==> src/hdl/rrdme_pkg.sv <==
// Shared types and constants for the run-length rank expander.
package rrdme_pkg;

	localparam int CFG_W = 17;
	localparam int REG_IDX_W = 2;
	localparam int ADDR_W = 10;
	localparam int MEM_DEPTH = 1 << ADDR_W;
	localparam int OFF_W = 27;
	localparam int MEM_W = 1 + 16 + OFF_W;

	localparam logic [REG_IDX_W-1:0] REG_ROW_COUNT = 2'd0;
	localparam logic [REG_IDX_W-1:0] REG_PRED_COUNT = 2'd1;
	localparam logic [REG_IDX_W-1:0] REG_DENSE_THRESHOLD = 2'd2;

	localparam logic [6:0] MAX_CHUNK = 7'd64;
	localparam logic [10:0] MAX_PREDS = 11'd1024;

	localparam logic OP_SURVEY = 1'b0;
	localparam logic OP_EXPAND = 1'b1;
	localparam logic KIND_DESC = 1'b0;
	localparam logic KIND_ELEM = 1'b1;

	typedef struct packed {
		logic load;
		logic prep;
		logic check;
		logic surv;
		logic desc;
		logic mul;
		logic base;
		logic decide;
		logic emit;
		logic fin;
	} rrdme_cmd_t;

	typedef struct packed {
		logic in_range;
		logic op;
		logic first;
		logic skip;
		logic last_elem;
	} rrdme_stat_t;

endpackage

==> src/hdl/rrdme_ctrl.sv <==
// Controller state machine that sequences one item through the datapath.
module rrdme_ctrl (
	input  logic                 clk,
	input  logic                 arst_n,
	input  logic                 start,
	input  rrdme_pkg::rrdme_stat_t stat,
	output rrdme_pkg::rrdme_cmd_t  cmd,
	output logic                 busy
);
	import rrdme_pkg::*;

	localparam logic [3:0] S_IDLE   = 4'd0;
	localparam logic [3:0] S_PREP   = 4'd1;
	localparam logic [3:0] S_CHECK  = 4'd2;
	localparam logic [3:0] S_SURV   = 4'd3;
	localparam logic [3:0] S_DESC   = 4'd4;
	localparam logic [3:0] S_MEM    = 4'd5;
	localparam logic [3:0] S_BASE   = 4'd6;
	localparam logic [3:0] S_DECIDE = 4'd7;
	localparam logic [3:0] S_EMIT   = 4'd8;
	localparam logic [3:0] S_FIN    = 4'd9;

	logic [3:0] state_q;
	logic [3:0] state_d;

	always_comb begin
		state_d = state_q;
		case (state_q)
			S_IDLE: begin
				if (start) state_d = S_PREP;
			end
			S_PREP: state_d = S_CHECK;
			S_CHECK: begin
				if (!stat.in_range) state_d = S_IDLE;
				else if (stat.op == OP_SURVEY) state_d = S_SURV;
				else state_d = S_MEM;
			end
			S_SURV: state_d = S_DESC;
			S_DESC: state_d = S_IDLE;
			S_MEM: begin
				if (stat.first) state_d = S_BASE;
				else state_d = S_DECIDE;
			end
			S_BASE: state_d = S_DECIDE;
			S_DECIDE: begin
				if (stat.skip) state_d = S_FIN;
				else state_d = S_EMIT;
			end
			S_EMIT: begin
				if (stat.last_elem) state_d = S_FIN;
			end
			S_FIN: state_d = S_IDLE;
			default: state_d = S_IDLE;
		endcase
	end

	always_ff @(posedge clk or negedge arst_n) begin
		if (!arst_n) begin
			state_q <= S_IDLE;
		end else begin
			state_q <= state_d;
		end
	end

	assign busy = (state_q != S_IDLE);

	always_comb begin
		cmd        = '0;
		cmd.load   = (state_q == S_IDLE) && start;
		cmd.prep   = (state_q == S_PREP);
		cmd.check  = (state_q == S_CHECK);
		cmd.surv   = (state_q == S_SURV);
		cmd.desc   = (state_q == S_DESC);
		cmd.mul    = (state_q == S_MEM);
		cmd.base   = (state_q == S_BASE);
		cmd.decide = (state_q == S_DECIDE);
		cmd.emit   = (state_q == S_EMIT);
		cmd.fin    = (state_q == S_FIN);
	end

endmodule

==> config.mk <==
export PLATFORM = sky130hd
export DESIGN_NAME = rrdme_ctrl
export DESIGN_NICKNAME = d
export VERILOG_FILES = /design/src/hdl/rrdme_pkg.sv /design/src/hdl/rrdme_ctrl.sv
export SDC_FILE = /design/constraint.sdc
export NUM_CORES = 1
export LEC_CHECK = 0
export BUFFER_PORTS_ARGS = -buffer_cell sky130_fd_sc_hd__buf_2
export CAP_MARGIN = 25
export CELL_PAD_IN_SITES_DETAIL_PLACEMENT = 1
export CELL_PAD_IN_SITES_GLOBAL_PLACEMENT = 1
export CORE_AREA = 2 2 39 41
export CTS_BUF_LIST = sky130_fd_sc_hd__clkbuf_2 sky130_fd_sc_hd__clkbuf_4 sky130_fd_sc_hd__clkbuf_8
export DETAILED_ROUTE_END_ITERATION = 7
export DIE_AREA = 0 0 41 43
export GPL_TIMING_DRIVEN = 0
export PLACE_DENSITY = 0.75
export SLEW_MARGIN = 20
export SYNTH_ARGS = -nofsm -noshare
export SYNTH_HDL_FRONTEND = slang
export SYNTH_SLANG_ARGS = --single-unit
==> constraint.sdc <==
create_clock -name clk -period 3.6 [get_ports clk]
set_clock_uncertainty 0.2 [all_clocks]
set_input_delay 0 -clock clk [delete_from_list [all_inputs] [get_ports clk]]
set_output_delay 0 -clock clk [all_outputs]
set_load 0.02 [all_outputs]
==> results of run 1 <==
==> layer usage <==
layer | track usage | share of wire | vias up
li1 | - | - | 207
met1 | 0.140 | 0.42 | 203
met2 | 0.241 | 0.51 | 14
met3 | 0.0366 | 0.072 | 0
met4 | 0.100 | 0 | 0
met5 | 0 | 0 | -
==> cell type report <==
cell class | instances | share of cell area
clock buffers | 3 | 0.0418
well taps | 16 | 0.0371
flip-flops and latches | 4 | 0.186
repair buffers | 22 | 0.241
multi-input cells | 38 | 0.422
plain buffers | 4 | 0.0719
==> cell families after synthesis <==
kind of cell | synth area share
XOR/XNOR | 0.0239
AO/OA/AOI/OAI | 0.133
flip-flops | 0.273
AND/OR/NAND/NOR | 0.464
buffers and inverters | 0.106
==> power by group through the flow <==
stage	sequential (mW)	combinational [mW]	clock (mW)
2_1_floorplan	0.0699	0.206	0
3_3_place_gp	0.0719	0.268	0
3_5_place_dp	0.0729	0.273	0
4_1_cts	0.0722	0.278	0.0565
5_1_grt	0.0740	0.303	0.0577
6_report	0.0718	0.272	0.0558
==> layout by cell type, fill, tap and decap left out <==
| master | instances |
|---|---|
| dlygate4sd3_1 | 4 |
| nor2b_1 | 1 |
| or2_1 | 1 |
| nand2b_2 | 1 |
| a21oi_1 | 3 |
| buf_6 | 3 |
| o21ai_2 | 1 |
| o32a_1 | 1 |
| a211oi_1 | 1 |
| xor2_1 | 1 |
| nand4bb_1 | 1 |
| nand2b_4 | 1 |
| clkbuf_4 | 3 |
| nor3_1 | 7 |
| o21bai_1 | 1 |
| dfrtp_1 | 4 |
| nor2_1 | 7 |
| nand2b_1 | 4 |
| or3b_1 | 1 |
| nand2_1 | 3 |
| buf_2 | 19 |
| nand3_1 | 1 |
| or3_1 | 1 |
| and3_1 | 1 |
==> critical path: cells and delay by family, from the launching register on <==
family	cells	cell delay, ps
flip-flops	1	360
AND/OR/NAND/NOR	2	250
buffers and inverters	2	440
==> through the flow <==
stage               setup WS (ps)   util
floorplan                    2120      -
global placement             2180  0.344
detailed placement           2170  0.344
CTS                          2090  0.390
global route                 2020  0.390
finish                       2110  0.390
==> worst max-delay path by stage <==
stage                          start         end  slack [ps]  cells after the start
after CTS                 state_q[0]      cmd[7]        2090                      4
after global placement    state_q[2]  state_q[0]        2180                      4
after detailed placement  state_q[2]  state_q[0]        2170                      4
after global routing      state_q[2]      cmd[5]        2020                      4
after floorplan           state_q[0]  state_q[3]        2120                      3
final                     state_q[2]      cmd[2]        2110                      4
==> timing repair <==
item | CTS | global route
gates resized for setup | 0 | 0
buffers inserted | 0 | 0
hold buffers | 4 | 0
endpoints found under the hold margin | 6 | 0
==> results.json, run 1 <==
{
  "clockPowerShare": 0.140,
  "multi_input_area_um2": 228,
  "nets": 81,
  "regMostFlops": "state_q",
  "die_area_mm2": 0.00176,
  "required_ps": 3400,
  "grt_pass1_wl_mm": 1.68,
  "hold_start": "stat[2]",
  "cts_buffers": 3,
  "p_comb_frac": 0.681,
  "clk_pin_slew_worst_paths_ps": 40,
  "synthCells": 46,
  "cts.path.max_buffers": 2,
  "synth-main-ff-cell": "dfrtp_1",
  "io_buffers": 18,
  "crit_path_top_delay_cell": "dfrtp_1",
  "peakVddDrop_v": 0.000180,
  "endpoint_kind": "output pin",
  "finalWirelength_um": 994,
  "slew_headroom": 0.830,
  "syn_avg_cell_area_um2": 7.97,
  "drv_slew": 0,
  "drtAntennaViolNets": 0,
  "cp_common_cell": "buf_2",
  "rsz0062_at_grt": "no",
  "clk_latency_ps": 230,
  "gp_congestion": 0.739,
  "grt_overflow": 0,
  "holdPathEnd": "state_q[0]",
  "synth_top_area_frac": 0.273,
  "area_delta_synth_final_pct": 47.1,
  "drive_gt1_frac": 0.394,
  "p_leak_nw": 0.271,
  "seqPwrFrac": 0.180,
  "holdPathStages": 3,
  "grt_start_max_net_pins": 11,
  "min_period_over_period": 0.413,
  "yosysWarnings": 0,
  "avgRoutedWirePerCell_um": 11.4,
  "crit_type": "register to output pin",
  "vias": 424,
  "largest_reg_flops": 4,
  "tritoncts": "yes",
  "synth_fp_nets": 54,
  "critPathMaxStageDelay_ps": 360,
  "core_mm2": 0.00138,
  "r2r-start": "state_q[2]",
  "finalSetupViolations": 0,
  "drtPass1Iterations": 4,
  "start_util": 0.265,
  "setup_tns_ps": 0,
  "vias_per_cell": 4.87,
  "rr_endpoint": "state_q[0]",
  "ys_ff_latch": 4,
  "fin_total_pwr_mw": 0.400,
  "num_io_pins": 19,
  "antenna_found_initial": 0,
  "tightest_slew_ps": 252,
  "power.switching_mw": 0.187,
  "final_cells": 87,
  "die_width_um": 41,
  "path_max_fanout": 10,
  "diodes": 0,
  "drv_cap": 0,
  "design_area_um2": 539,
  "die_h_um": 43,
  "hpwlAfterDp_um": 767,
  "cts_sinks": 4,
  "netlist_area_um2": 367,
  "crit_chain": "buf_2 > nand2b_4 > nor2_1 > buf_2",
  "critPathArrivalTime_ps": 1290,
  "drc": 0,
  "hold_viol": 0,
  "whs_ps": 21.8,
  "min_path_type": "input pin to register",
  "placed_area_um2": 477,
  "synth_commonest_cells": "7 x nor2_1, 7 x nor3_1, 4 x dfrtp_1, 4 x nand2b_1",
  "fin_crit_ps": 1490,
  "yosys-top-cells-area": "dfrtp_1 27%, nor3_1 9.6%, buf_6 9.2%",
  "p_int_mw": 0.213,
  "h-tree-depth": 1,
  "synthArstFlopShare": 1.00,
  "p_sw_frac": 0.467,
  "regArea_um2": 100,
  "p_per_area_mw_per_mm2": 741,
  "clock-root-buffer": "clkbuf_4",
  "grt_pass1_vias": 419,
  "seq_area_frac_synth": 0.273,
  "track_usage": 0.143,
  "critPathLaunchType": "register",
  "synth_edf_count": 0,
  "ff2ff_path_depth": 4,
  "placed_cells_incl_taps": 80,
  "fill_cells": 182,
  "reg_top3": "state_q x4",
  "outcome": "complete, no violations",
  "ys_types": 22,
  "fmax_mhz": 673,
  "reg2reg_slack_ps": 2170,
  "synth_area_leader_cell": "dfrtp_1",
  "rows": 14,
  "first_iter_violations": 3
}
Power figures use the tool's default switching activity.
==> inputs of run 2 (changes only) <==
--- a/config.mk
+++ b/config.mk
@@ -9,12 +9,11 @@
 export CAP_MARGIN = 25
 export CELL_PAD_IN_SITES_DETAIL_PLACEMENT = 1
 export CELL_PAD_IN_SITES_GLOBAL_PLACEMENT = 1
-export CORE_AREA = 2 2 39 41
+export CORE_UTILIZATION = 27
 export CTS_BUF_LIST = sky130_fd_sc_hd__clkbuf_2 sky130_fd_sc_hd__clkbuf_4 sky130_fd_sc_hd__clkbuf_8
 export DETAILED_ROUTE_END_ITERATION = 7
-export DIE_AREA = 0 0 41 43
 export GPL_TIMING_DRIVEN = 0
-export PLACE_DENSITY = 0.75
+export PLACE_DENSITY = 0.76
 export SLEW_MARGIN = 20
 export SYNTH_ARGS = -nofsm -noshare
 export SYNTH_HDL_FRONTEND = slang
==> constraint.sdc (replaced) <==
create_clock -name clk -period 1.3 [get_ports clk]
set_clock_uncertainty 0.2 [all_clocks]
set_input_delay 0 -clock clk [delete_from_list [all_inputs] [get_ports clk]]
set_output_delay 0 -clock clk [all_outputs]
set_load 0.02 [all_outputs]
==> results.json, run 2 (synthesized netlist as in run 1, its figures left out) <==
{
  "outcome": "complete, but fails checks",
  "violations": "hold timing, setup timing",
  "regMostFlops": "state_q",
  "tightest_slew_ps": 206,
  "final_common_cell": "buf_4",
  "setup_ws_ps": -174,
  "hpwlAfterDp_um": 749,
  "crit_type": "register to output pin",
  "hold_viol": 1,
  "die_h_um": 38.9,
  "cts_buffers": 3,
  "first_iter_violations": 8,
  "reg2reg_slack_ps": -120,
  "rr_endpoint": "state_q[0]",
  "grt_overflow": 0,
  "min_path_type": "input pin to register",
  "ff2ff_path_depth": 4,
  "drv_slew": 0,
  "grt_start_max_net_pins": 11,
  "setup_tns_ps": -1370,
  "io_buffers": 18,
  "required_ps": 1100,
  "drive_gt1_frac": 0.618,
  "clock-root-buffer": "clkbuf_4",
  "avgRoutedWirePerCell_um": 16.0,
  "finalWirelength_mm": 1.44,
  "place_ws_ps": -120,
  "path_max_fanout": 8,
  "placed_cells_incl_taps": 78,
  "whs_ps": -21.0,
  "peakVddDrop_v": 0.00112,
  "diodes": 0,
  "track_usage": 0.208,
  "rows": 12,
  "vias": 451,
  "critPathArrivalTime_ps": 1270,
  "critPathLaunchType": "register",
  "endpoint": "cmd[3]",
  "p_per_area_mw_per_mm2": 2050,
  "clk_latency_ps": 250,
  "drc": 0,
  "slew_headroom": 0.862,
  "fin_util": 0.603,
  "core_mm2": 0.00119,
  "clk_pin_slew_worst_paths_ps": 40,
  "vias_per_cell": 5.01,
  "reg_top3": "state_q x4",
  "drv_cap": 0,
  "num_io_pins": 19,
  "die_area_mm2": 0.00151,
  "endpoint_kind": "output pin",
  "drtPass1Iterations": 3,
  "min_period_over_period": 1.13,
  "final_cells": 90,
  "placed_area_um2": 499,
  "r2r-start": "state_q[3]",
  "final_cell_mix": "10 x buf_4, 9 x buf_6, 8 x buf_2",
  "nets": 86,
  "fin_total_pwr_mw": 1.47,
  "cts.path.max_buffers": 2,
  "largest_reg_flops": 4,
  "antenna_found_initial": 0,
  "gp_congestion": 0.733,
  "grt_pass1_wl_mm": 2.04,
  "cp-startpoint": "state_q[3]",
  "area_delta_synth_final_pct": 95.2,
  "grt_pass1_vias": 434,
  "rsz0062_at_grt": "yes",
  "drtAntennaViolNets": 0,
  "p_leak_nw": 0.330,
  "design_area_um2": 716,
  "start_util": 0.309,
  "h-tree-depth": 1,
  "fmax_mhz": 678,
  "fin_crit_ps": 1470,
  "cts_sinks": 4,
  "tritoncts": "yes",
  "die_width_um": 38.9,
  "finalSetupViolations": 14
}
==> run 2: cell type report <==
class / count / area [µm²]
Multi-Input combinational cell: 38 / 319
Sequential cell: 4 / 100
Tap cell: 14 / 17.5
Fill cell: 140 / 470
Clock buffer: 3 / 22.5
Timing Repair Buffer: 27 / 211
Buffer: 4 / 45.0
==> run 2: worst min-delay path by stage <==
stage                        from          to  slack (ps)  cells after the start
after global placement     arst_n  state_q[1]        -400                      1
final                     stat[2]  state_q[0]         -20                      3
after CTS                   start  state_q[0]           2                      4
after global routing        start  state_q[0]          10                      4
after detailed placement   arst_n  state_q[3]        -390                      1
after floorplan            arst_n  state_q[0]        -500                      0
==> run 2: layer usage <==
layer | wire [µm] | share of wire | vias to the layer above | global-route usage
li1 | - | - | 218 | -
met5 | 0 | 0 | - | 0
met3 | 54 | 0.038 | 0 | 0.0694
met4 | 0 | 0 | 0 | 0.0517
met1 | 582 | 0.40 | 222 | 0.242
met2 | 803 | 0.56 | 11 | 0.358
==> run 2: where the power goes <==
part | total (mW) | internal [mW] | switching, mW
Combinational | 1.09 | 0.500 | 0.592
Sequential | 0.209 | 0.169 | 0.0393
Clock | 0.165 | 0.104 | 0.0615
==> run 2: critical path: stages, from the launching register on <==
cell	delay, ps
dfrtp_1	390
buf_6	150
nand2b_4	190
nor2_1	130
buf_4	160
==> run 2: repair_timing <==
action / 4_1_cts / 5_1_grt
gates resized for setup: 19 / 14
pin swaps: 2 / 2
cloned: 1 / 0
hold buffers: 4 / 0
setup endpoints to repair: 13 / 14
buffers inserted: 2 / 2
hold endpoints to repair: 6 / 0
==> inputs of run 3 (changes only) <==
--- a/config.mk
+++ b/config.mk
@@ -13,6 +13,7 @@
 export CTS_BUF_LIST = sky130_fd_sc_hd__clkbuf_2 sky130_fd_sc_hd__clkbuf_4 sky130_fd_sc_hd__clkbuf_8
 export DETAILED_ROUTE_END_ITERATION = 7
 export GPL_TIMING_DRIVEN = 0
+export MAX_ROUTING_LAYER = met4
 export PLACE_DENSITY = 0.76
 export SLEW_MARGIN = 20
 export SYNTH_ARGS = -nofsm -noshare
==> results.json, run 3 (synthesized netlist as in run 1, its figures left out) <==
{
  "tightest_slew_ps": 207,
  "fill_cells": 140,
  "diodes": 0,
  "hold_start": "stat[2]",
  "grt_start_max_net_pins": 11,
  "required_ps": 1100,
  "fmax_mhz": 680,
  "holdPathStages": 3,
  "grt_overflow": 0,
  "largest_reg_flops": 4,
  "die_area_mm2": 0.00151,
  "regMostFlops": "state_q",
  "met2WireLength_um": 798,
  "rr_endpoint": "state_q[0]",
  "met3_length_um": 53,
  "vias": 457,
  "rsz0062_at_grt": "yes",
  "final_common_cell": "buf_4",
  "h-tree-depth": 1,
  "ff2ff_path_depth": 4,
  "clk_latency_ps": 250,
  "hold_viol": 1,
  "p_comb_frac": 0.744,
  "hpwlAfterDp_um": 749,
  "antenna_found_initial": 0,
  "die_width_um": 38.9,
  "track_usage": 0.213,
  "drc": 0,
  "placed_area_um2": 499,
  "drive_gt1_frac": 0.618,
  "cts_buffers": 3,
  "p_int_mw": 0.773,
  "reg2reg_slack_ps": -110,
  "min_path_type": "input pin to register",
  "core_mm2": 0.00119,
  "setup_ws_ps": -170,
  "r2r-start": "state_q[3]",
  "grt_pass1_vias": 433,
  "num_io_pins": 19,
  "drv_cap": 0,
  "place_ws_ps": -120,
  "clk_pin_slew_worst_paths_ps": 40,
  "multi_input_area_um2": 319,
  "cts.path.max_buffers": 2,
  "whs_ps": -19.8,
  "drtAntennaViolNets": 0,
  "seqPwrFrac": 0.143,
  "io_buffers": 18,
  "drtPass1Iterations": 3,
  "holdPathEnd": "state_q[0]",
  "slew_headroom": 0.862,
  "drv_slew": 0,
  "critPathArrivalTime_ps": 1270,
  "path_max_fanout": 5,
  "reg_top3": "state_q x4",
  "tritoncts": "yes",
  "grt_pass1_wl_mm": 2.05,
  "finalWirelength_mm": 1.42,
  "crit_type": "register to output pin",
  "outcome": "complete, but fails checks",
  "final_cell_mix": "10 x buf_4, 9 x buf_6, 8 x buf_2",
  "critPathLaunchType": "register",
  "clockPowerShare": 0.113,
  "avgRoutedWirePerCell_um": 15.8,
  "wl_met1_um": 564,
  "dr.max_layer_used": "met4",
  "design_area_um2": 716,
  "vias_per_cell": 5.08,
  "area_delta_synth_final_pct": 95.2,
  "start_util": 0.309,
  "min_period_over_period": 1.13,
  "fin_util": 0.603,
  "p_leak_nw": 0.330,
  "fin_crit_ps": 1470,
  "violations": "hold timing, setup timing",
  "first_iter_violations": 9,
  "endpoint_kind": "output pin",
  "p_sw_frac": 0.471,
  "gp_congestion": 0.742,
  "finalSetupViolations": 13,
  "clock-root-buffer": "clkbuf_4",
  "cts_sinks": 4,
  "rows": 12,
  "peakVddDrop_v": 0.00112,
  "nets": 86,
  "power.switching_mw": 0.688,
  "p_per_area_mw_per_mm2": 2040,
  "regArea_um2": 100,
  "die_h_um": 38.9
}
==> run 3: cell counts in the layout (fill, tap and decap cells not counted) <==
No cell type changed its count.
==> run 3: worst max-delay path, cell delays in order (launching register included) <==
cell and delay, ps:
dfrtp_1 410, buf_6 160, nand2b_4 160, nor2_1 130
buf_4 160
==> run 3: how the worst max path moves through the flow <==
stage | from | end | slack (ps)
floorplan | state_q[1] | state_q[0] | -20
global placement | state_q[3] | state_q[0] | -120
detailed placement | state_q[3] | state_q[0] | -120
CTS | state_q[3] | cmd[5] | -130
global route | state_q[0] | cmd[3] | -230
finish | state_q[0] | cmd[3] | -170
==> run 3: through the flow <==
step	cells	power (mW)	setup TNS (ps)
after floorplan	46	0.804	-29.6
final	90	1.46	-1320
after global routing	90	1.55	-2010
after detailed placement	78	0.990	-165
after global placement	78	0.976	-152
after CTS	88	1.32	-1120
==> run 3: final cells by class <==
cell class,count,share of cell area
Tap cell,14,0.0245
Multi-Input combinational cell,38,0.446
Sequential cell,4,0.140
Timing Repair Buffer,27,0.295
Clock buffer,3,0.0315
Buffer,4,0.0629
==> run 3: repair_timing <==
action / in CTS / in global routing
gates cloned: 1 / 0
hold buffers: 4 / 0
endpoints found under the hold margin: 6 / 0
setup buffers: 2 / 2
pin swaps: 2 / 2
resized for setup: 19 / 14
endpoints found under the setup margin: 13 / 14
==> run 3: layer usage <==
| metal | global-route usage | vias to the layer above |
|---|---|---|
| li1 | - | 219 |
| met5 | - | - |
| met2 | 0.358 | 11 |
| met4 | 0.0517 | 0 |
| met3 | 0.0694 | 2 |
| met1 | 0.242 | 225 |
==> run 3: power by group through the flow <==
stage | clock network, mW | registers (mW) | logic [mW]
2_1_floorplan | 0 | 0.194 | 0.609
3_3_place_gp | 0 | 0.201 | 0.775
3_5_place_dp | 0 | 0.203 | 0.787
4_1_cts | 0.161 | 0.205 | 0.950
5_1_grt | 0.179 | 0.214 | 1.16
6_report | 0.165 | 0.209 | 1.09
